### src/rtl/core/assert_macros.svh
// Assertion helpers shared by the generator RTL.
// Each macro expands to one labelled concurrent assertion on the rising clock edge,
// switched off while reset is high.
`ifndef ASSERT_MACROS_SVH
`define ASSERT_MACROS_SVH

// The property must hold at every edge.
`define MTG_ASSERT(lbl, clk, rst, prop) \
   lbl: assert property (@(posedge clk) disable iff (rst) (prop)) \
   else $error("mtg assertion failed");

// The consequence must hold in the cycle after the condition.
`define MTG_ASSERT_NEXT(lbl, clk, rst, pre, post) \
   lbl: assert property (@(posedge clk) disable iff (rst) (pre) |=> (post)) \
   else $error("mtg assertion failed");

`endif

### src/rtl/core/mtg_pkg.sv
`timescale 1ns / 1ps
`default_nettype none
// ----------------------------------------------------------------------------
// mtg_pkg
// Types, constants and the tempering and seeding functions of the MT19937
// generator.
// ----------------------------------------------------------------------------
package mtg_pkg;

   localparam int unsigned STATE_DEPTH   = 624;
   localparam int unsigned MIDDLE_OFFSET = 397;
   localparam int unsigned ADDR_W        = 10;

   typedef logic [ADDR_W-1:0] addr_type;
   typedef logic [31:0]       word_type;

   localparam addr_type LAST_ADDR   = addr_type'(STATE_DEPTH - 1);
   localparam addr_type SPENT_INDEX = addr_type'(STATE_DEPTH);
   localparam addr_type MID_ADDR    = addr_type'(MIDDLE_OFFSET);

   localparam word_type TWIST_XOR    = 32'h9908_b0df;
   localparam word_type TEMPER_B     = 32'h9d2c_5680;
   localparam word_type TEMPER_C     = 32'hefc6_0000;
   localparam word_type LCG_MUL      = 32'd69069;
   localparam word_type SEED_DEFAULT = 32'd4357;

   typedef enum logic {
      OP_DRAW = 1'b0,
      OP_LOAD = 1'b1
   } opcode_type;

   typedef enum logic [1:0] {
      ST_SEED,
      ST_IDLE,
      ST_PRIME,
      ST_TWIST
   } ctrl_state_type;

   typedef struct packed {
      logic     en;
      addr_type addr;
      word_type data;
   } mem_wr_type;

   function automatic word_type temper(input word_type w);
      word_type y;
      y = w;
      y = y ^ (y >> 11);
      y = y ^ ((y << 7) & TEMPER_B);
      y = y ^ ((y << 15) & TEMPER_C);
      y = y ^ (y >> 18);
      return y;
   endfunction

   function automatic word_type lcg_next(input word_type x);
      return word_type'(x * LCG_MUL) + 32'd1;
   endfunction

endpackage
`default_nettype wire

### src/rtl/core/mtg_seed_gen.sv
`timescale 1ns / 1ps
`default_nettype none
// ----------------------------------------------------------------------------
// mtg_seed_gen
// Fills the state memory from a seed with the 69069 congruential rule, two
// steps of the recurrence per state word.
// ----------------------------------------------------------------------------
module mtg_seed_gen (
   input  wire logic              clock,
   input  wire logic              reset,
   input  wire logic              start,
   input  wire mtg_pkg::word_type start_seed,
   output mtg_pkg::mem_wr_type    wr,
   output logic                   busy
);

   mtg_pkg::word_type x_ff,     x_in;
   logic [15:0]       hi_ff,    hi_in;
   mtg_pkg::addr_type idx_ff,   idx_in;
   logic              phase_ff, phase_in;
   logic              busy_ff,  busy_in;

   always_comb begin
      x_in     = x_ff;
      hi_in    = hi_ff;
      idx_in   = idx_ff;
      phase_in = phase_ff;
      busy_in  = busy_ff;
      wr       = '0;
      if (start) begin
         x_in     = start_seed;
         idx_in   = '0;
         phase_in = 1'b0;
         busy_in  = 1'b1;
      end else if (busy_ff) begin
         x_in     = mtg_pkg::lcg_next(x_ff);
         phase_in = !phase_ff;
         if (!phase_ff) begin
            hi_in = x_ff[31:16];
         end else begin
            wr.en   = 1'b1;
            wr.addr = idx_ff;
            wr.data = {hi_ff, x_ff[31:16]};
            idx_in  = idx_ff + 1'b1;
            if (idx_ff == mtg_pkg::LAST_ADDR) begin
               busy_in = 1'b0;
            end
         end
      end
   end

   // Reset starts a fill from the default seed straight away.
   always_ff @(posedge clock) begin
      if (reset) begin
         x_ff     <= mtg_pkg::SEED_DEFAULT;
         idx_ff   <= '0;
         phase_ff <= 1'b0;
         busy_ff  <= 1'b1;
      end else begin
         x_ff     <= x_in;
         idx_ff   <= idx_in;
         phase_ff <= phase_in;
         busy_ff  <= busy_in;
      end
   end

   always_ff @(posedge clock) begin
      hi_ff <= hi_in;
   end

   assign busy = busy_ff;

endmodule
`default_nettype wire

### config.mk
export PLATFORM = sky130hd
export DESIGN_NAME = mtg_seed_gen
export DESIGN_NICKNAME = d
export VERILOG_FILES = /design/src/rtl/core/assert_macros.svh /design/src/rtl/core/mtg_pkg.sv /design/src/rtl/core/mtg_seed_gen.sv
export SDC_FILE = /design/constraint.sdc
export NUM_CORES = 1
export LEC_CHECK = 0
export ABC_AREA = 1
export ABC_CLOCK_PERIOD_IN_PS = 5500
export BUFFER_PORTS_ARGS = -buffer_cell sky130_fd_sc_hd__buf_4
export CORE_MARGIN = 1.5
export CORE_UTILIZATION = 35
export CTS_BUF_LIST = sky130_fd_sc_hd__clkbuf_2 sky130_fd_sc_hd__clkbuf_4 sky130_fd_sc_hd__clkbuf_8
export DETAILED_ROUTE_END_ITERATION = 10
export GPL_TIMING_DRIVEN = 1
export HOLD_SLACK_MARGIN = 0.02
export SKIP_CTS_REPAIR_TIMING = 1
export SLEW_MARGIN = 30
export SYNTH_ARGS = -nofsm -noshare
export SYNTH_HDL_FRONTEND = slang
export SYNTH_SLANG_ARGS = --single-unit
export TNS_END_PERCENT = 20
### constraint.sdc
create_clock -name clock -period 5.5 [get_ports clock]
set_input_delay 1.1 -clock clock [delete_from_list [all_inputs] [get_ports clock]]
set_output_delay 1.1 -clock clock [all_outputs]
set_load 0.02 [all_outputs]
Word level (Yosys, flattened, before mapping)
Cells that the tools add are included.
{"block": "op_classes", "bitwise": 2, "n_reduce_logical": 5, "addsub": 2, "n_eq_ne": 1, "multipliers": 1, "muxes": 8}
{"op": "$mux W43", "n": 3}
{"op": "$mux W32", "n": 2}
{"op": "$add A32 B1 Y32 const B", "n": 1}
{"op": "$mul A32 B17 Y32 const B", "n": 1}
{"op": "$add A10 B1 Y10 const B", "n": 1}
{"op": "$eq A10 B10 Y1 const B", "n": 1}
{"op": "$mux W1", "n": 3}
{"op": "$reduce_and A3 Y1", "n": 1}
{"op": "$not A1 Y1", "n": 2}
{"op": "$reduce_and A2 Y1", "n": 1}
{"op": "$reduce_bool A2 Y1", "n": 1}
{"op": "$reduce_or A2 Y1", "n": 1}
{"op": "$logic_not A1 Y1", "n": 1}
{"block": "word_totals", "in_bits": 35, "ff_bits": 60}

Depth between registers and ports, before layout
{"block": "logic_depth", "ltp_word": 4, "depth_mapped": 23, "depth_no_buf": 23}

Worst setup path before layout
Ideal clock, no wire load.
{"block": "synth_path", "kind": "register to register", "startpoint": "register x_ff[7]", "endpoint": "register x_ff[24]", "path_buffers": 0, "slack_ns": 0.859, "stages_incl_launch_ff": 20, "t_required_ns": 5.368, "arrival_ns": 4.509, "cell_sequence": "dfxtp_1 ha_1 inv_1 fa_1 fa_1 inv_1 fa_1 fa_1 inv_1 fa_1 inv_1 ha_1 a21o_1 a21oi_1 o21ai_1 nand2_1 nand3_1 or2_1 nand3_1 a21oi_1"}
{"block": "synth_between", "elab_chain_len": 4}
{"item": "start, declared", "line": "mtg_seed_gen.sv:17", "text": "mtg_pkg::word_type x_ff, x_in;"}
{"item": "start signal, assigned", "line": "mtg_seed_gen.sv:55", "text": "x_ff <= mtg_pkg::SEED_DEFAULT;"}
{"item": "start signal, assigned", "line": "mtg_seed_gen.sv:60", "text": "x_ff <= x_in;"}
{"item": "$mul A32 B17 Y32", "line": "mtg_pkg.sv:56", "text": "return word_type'(x * LCG_MUL) + 32'd1;"}
{"item": "$add A32 B1 Y32", "line": "mtg_pkg.sv:56"}
{"item": "$mux W32", "line": "mtg_seed_gen.sv:35", "text": "end else if (busy_ff) begin"}
{"item": "$mux W32", "line": "mtg_seed_gen.sv:30", "text": "if (start) begin"}
Every way passes these cells. The select of a mux whose other input is x is not followed.
A chain may end at the register's enable or synchronous reset.

Worst setup path in the final report
{"block": "layout_path", "startpoint": "register x_ff[5]", "endpoint": "register x_ff[19]"}
Same word-level chain as after synthesis.

==> impl_metrics.yaml <==
cts:
  cts_tree: "done"
  htreeDepth: 3
  root_buffer: "clkbuf_8"
  clkTransAtPathRegs_ps: 80
  clk_latency_ps: 380
  cts_sinks: 60
  clockBufferDepth: 2
  numCtsBuffers: 9
route:
  drt_iter0_drc: 506
  post_drt_wl_per_cell_um: 16.9
  postRouteAntennaNets: 0
  drc_errors: 0
  dr.pass1.iters: 7
  vias: 8484
  vias_per_cell: 4.83
  wl_um: 29600
floorplanning:
  io_pins: 79
  core_um2: 28900
  die_w_um: 175
  rows: 62
  start_util: 0.358
  die_h_um: 175
  die_area_um2: 30600
finish:
  final_area_um2: 11800
  layout_common_cells: "inv_1, nand2_1, ha_1"
  area_delta_synth_final_pct: 13.7
  multi_input_area_um2: 7610
  drive_above_1_share: 0.120
  final_common_cell: "inv_1"
  register_area_um2: 1370
  nNetsFinal: 1716
  diodes: 0
  n_fill_cell: 2969
  final_util: 0.407
synth:
  syn_area_um2: 10400
  synthDistinctLibCells: 39
  yosysSeqAreaShare: 0.131
  async_flop_share: 0
  ys_seq_elements: 60
  synth_edf_count: 16
  ys_warn_count: 0
  synth_fp_nets: 1619
  ys.flop_type: "dfxtp_1"
  synth_area_per_cell_um2: 8.16
  synth_cells: 1269
flow_run:
  cap_viol_max_count: 0
timing:
  fin_setup_tns_ps: 0
  fin_worst_skew_ps: 11.8
  rsz0062_at_grt: "false"
  tightest_slew_ps: 639
  fin_crit_ps: 5160
  slew_headroom: 0.573
  clock.fmax_mhz: 194
  hold_viol: 0
  post-route-period-util: 0.938
  drv_slew: 0
  setup_viol: 0
global_route:
  grt_pass1_wl_um: 48600
  grt_pass1_vias: 8978
  use_met3: 0.0324
  gr-usage-all-layers: 0.208
  busiest_layer: "met2"
  antenna_found_initial: 0
  grt_max_degree: 42
  grt_util_met2: 0.334
  grt_overflow: 0
  use_met1: 0.282
worst_setup_path:
  critPathLaunchType: "flop"
  worstSetupEndpointType: "flop"
  critPathMaxFanout: 5
  cp.arrival_ps: 5410
  required_ps: 5750
  path_class: "reg -> reg"
placed_design:
  place_hpwl_um: 25200
  numPortBuffers: 78
  gp_congestion: 0.901
  place_area_um2: 11600
hold_path:
  hp-class: "reg -> reg"
outcome:
  status: "complete, no violations"
metrics by stage:
stage / setup WS (ps) / instances / hold slack (ps)
final: 340 / 1755 / 508
after detailed placement: 99.8 / 1739 / 503
after global routing: 2.76 / 1755 / 547
after global placement: 69.1 / 1739 / 497
after floorplan: 859 / 1269 / 459
after CTS: 77.6 / 1755 / 513
routing by layer:
layer / vias up / part of all wire
li1: 4128 / -
met1: 4089 / 0.45
met2: 213 / 0.46
met3: 54 / 0.059
met4: 0 / 0.033
met5: - / 0
synthesized netlist by cell type, types with 5 or more instances:
| master | count | area, µm² |
|---|---|---|
| a21o_1 | 5 | 37.5 |
| a21oi_1 | 69 | 345 |
| a22oi_1 | 15 | 113 |
| a31oi_1 | 12 | 75.1 |
| buf_2 | 5 | 25.0 |
| clkbuf_1 | 15 | 56.3 |
| dfxtp_1 | 44 | 881 |
| edfxtp_1 | 16 | 480 |
| fa_1 | 145 | 2900 |
| ha_1 | 170 | 2130 |
| inv_1 | 348 | 1310 |
| nand2_1 | 175 | 657 |
| nand2_2 | 9 | 56.3 |
| nand3_1 | 39 | 195 |
| nand4_1 | 9 | 56.3 |
| nor2_1 | 84 | 315 |
| nor3_1 | 12 | 60.1 |
| o21ai_0 | 34 | 170 |
| o21ai_1 | 5 | 25.0 |
| o21bai_1 | 5 | 37.5 |
| xnor2_1 | 11 | 96.3 |
| xor2_1 | 9 | 78.8 |
state kept, by name, summed over array words and instances (netlist names):
name and count:
x_ff 32, phase_ff 1, idx_ff 10, hi_ff 16
busy 1
final timing paths:
path / start / to / slack, ps / cells past startpoint
max reg2reg: x_ff[5]$_SDFFE_PP0P_ / x_ff[19]$_SDFFE_PP0P_ / 340 / 21
min: idx_ff[1]$_SDFFE_PP0P_ / idx_ff[1]$_SDFFE_PP0P_ / 510 / 2
max: x_ff[5]$_SDFFE_PP0P_ / x_ff[19]$_SDFFE_PP0P_ / 340 / 21
min reg2reg: idx_ff[1]$_SDFFE_PP0P_ / idx_ff[1]$_SDFFE_PP0P_ / 510 / 2
kinds of logic after synthesis:
logic type,share of synthesized area
AO/OA/AOI/OAI,0.0865
XOR/XNOR,0.0169
adder cells (fa/ha/maj),0.485
buffers and inverters,0.135
flip-flops,0.131
AND/OR/NAND/NOR,0.144
cell type report:
| type | count | share of cell area |
|---|---|---|
| inverters | 352 | 0.112 |
| flip-flops and latches | 60 | 0.117 |
| repair buffers | 106 | 0.0676 |
| multi-input cells | 837 | 0.646 |
| clock inverters | 6 | 0.00531 |
| well taps | 384 | 0.0408 |
| clock buffers | 10 | 0.0117 |
critical path, cell delays in order (launching register included):
cell,delay [ps]
dfxtp_1,520
ha_1,330
fa_1,510
inv_1,50
fa_1,480
fa_1,550
inv_1,50
fa_1,490
inv_1,50
fa_1,480
inv_1,40
ha_1,350
nand2_2,120
nor2_1,160
and3_1,200
nand2_1,70
nand3_2,120
nand2_1,70
nand2_1,120
a21oi_1,70
o21ai_0,100
a21oi_1,80
Power is left out: the tool's default activity adds up to more than one toggle a clock period on the data nets, which glitch-free logic cannot reach.
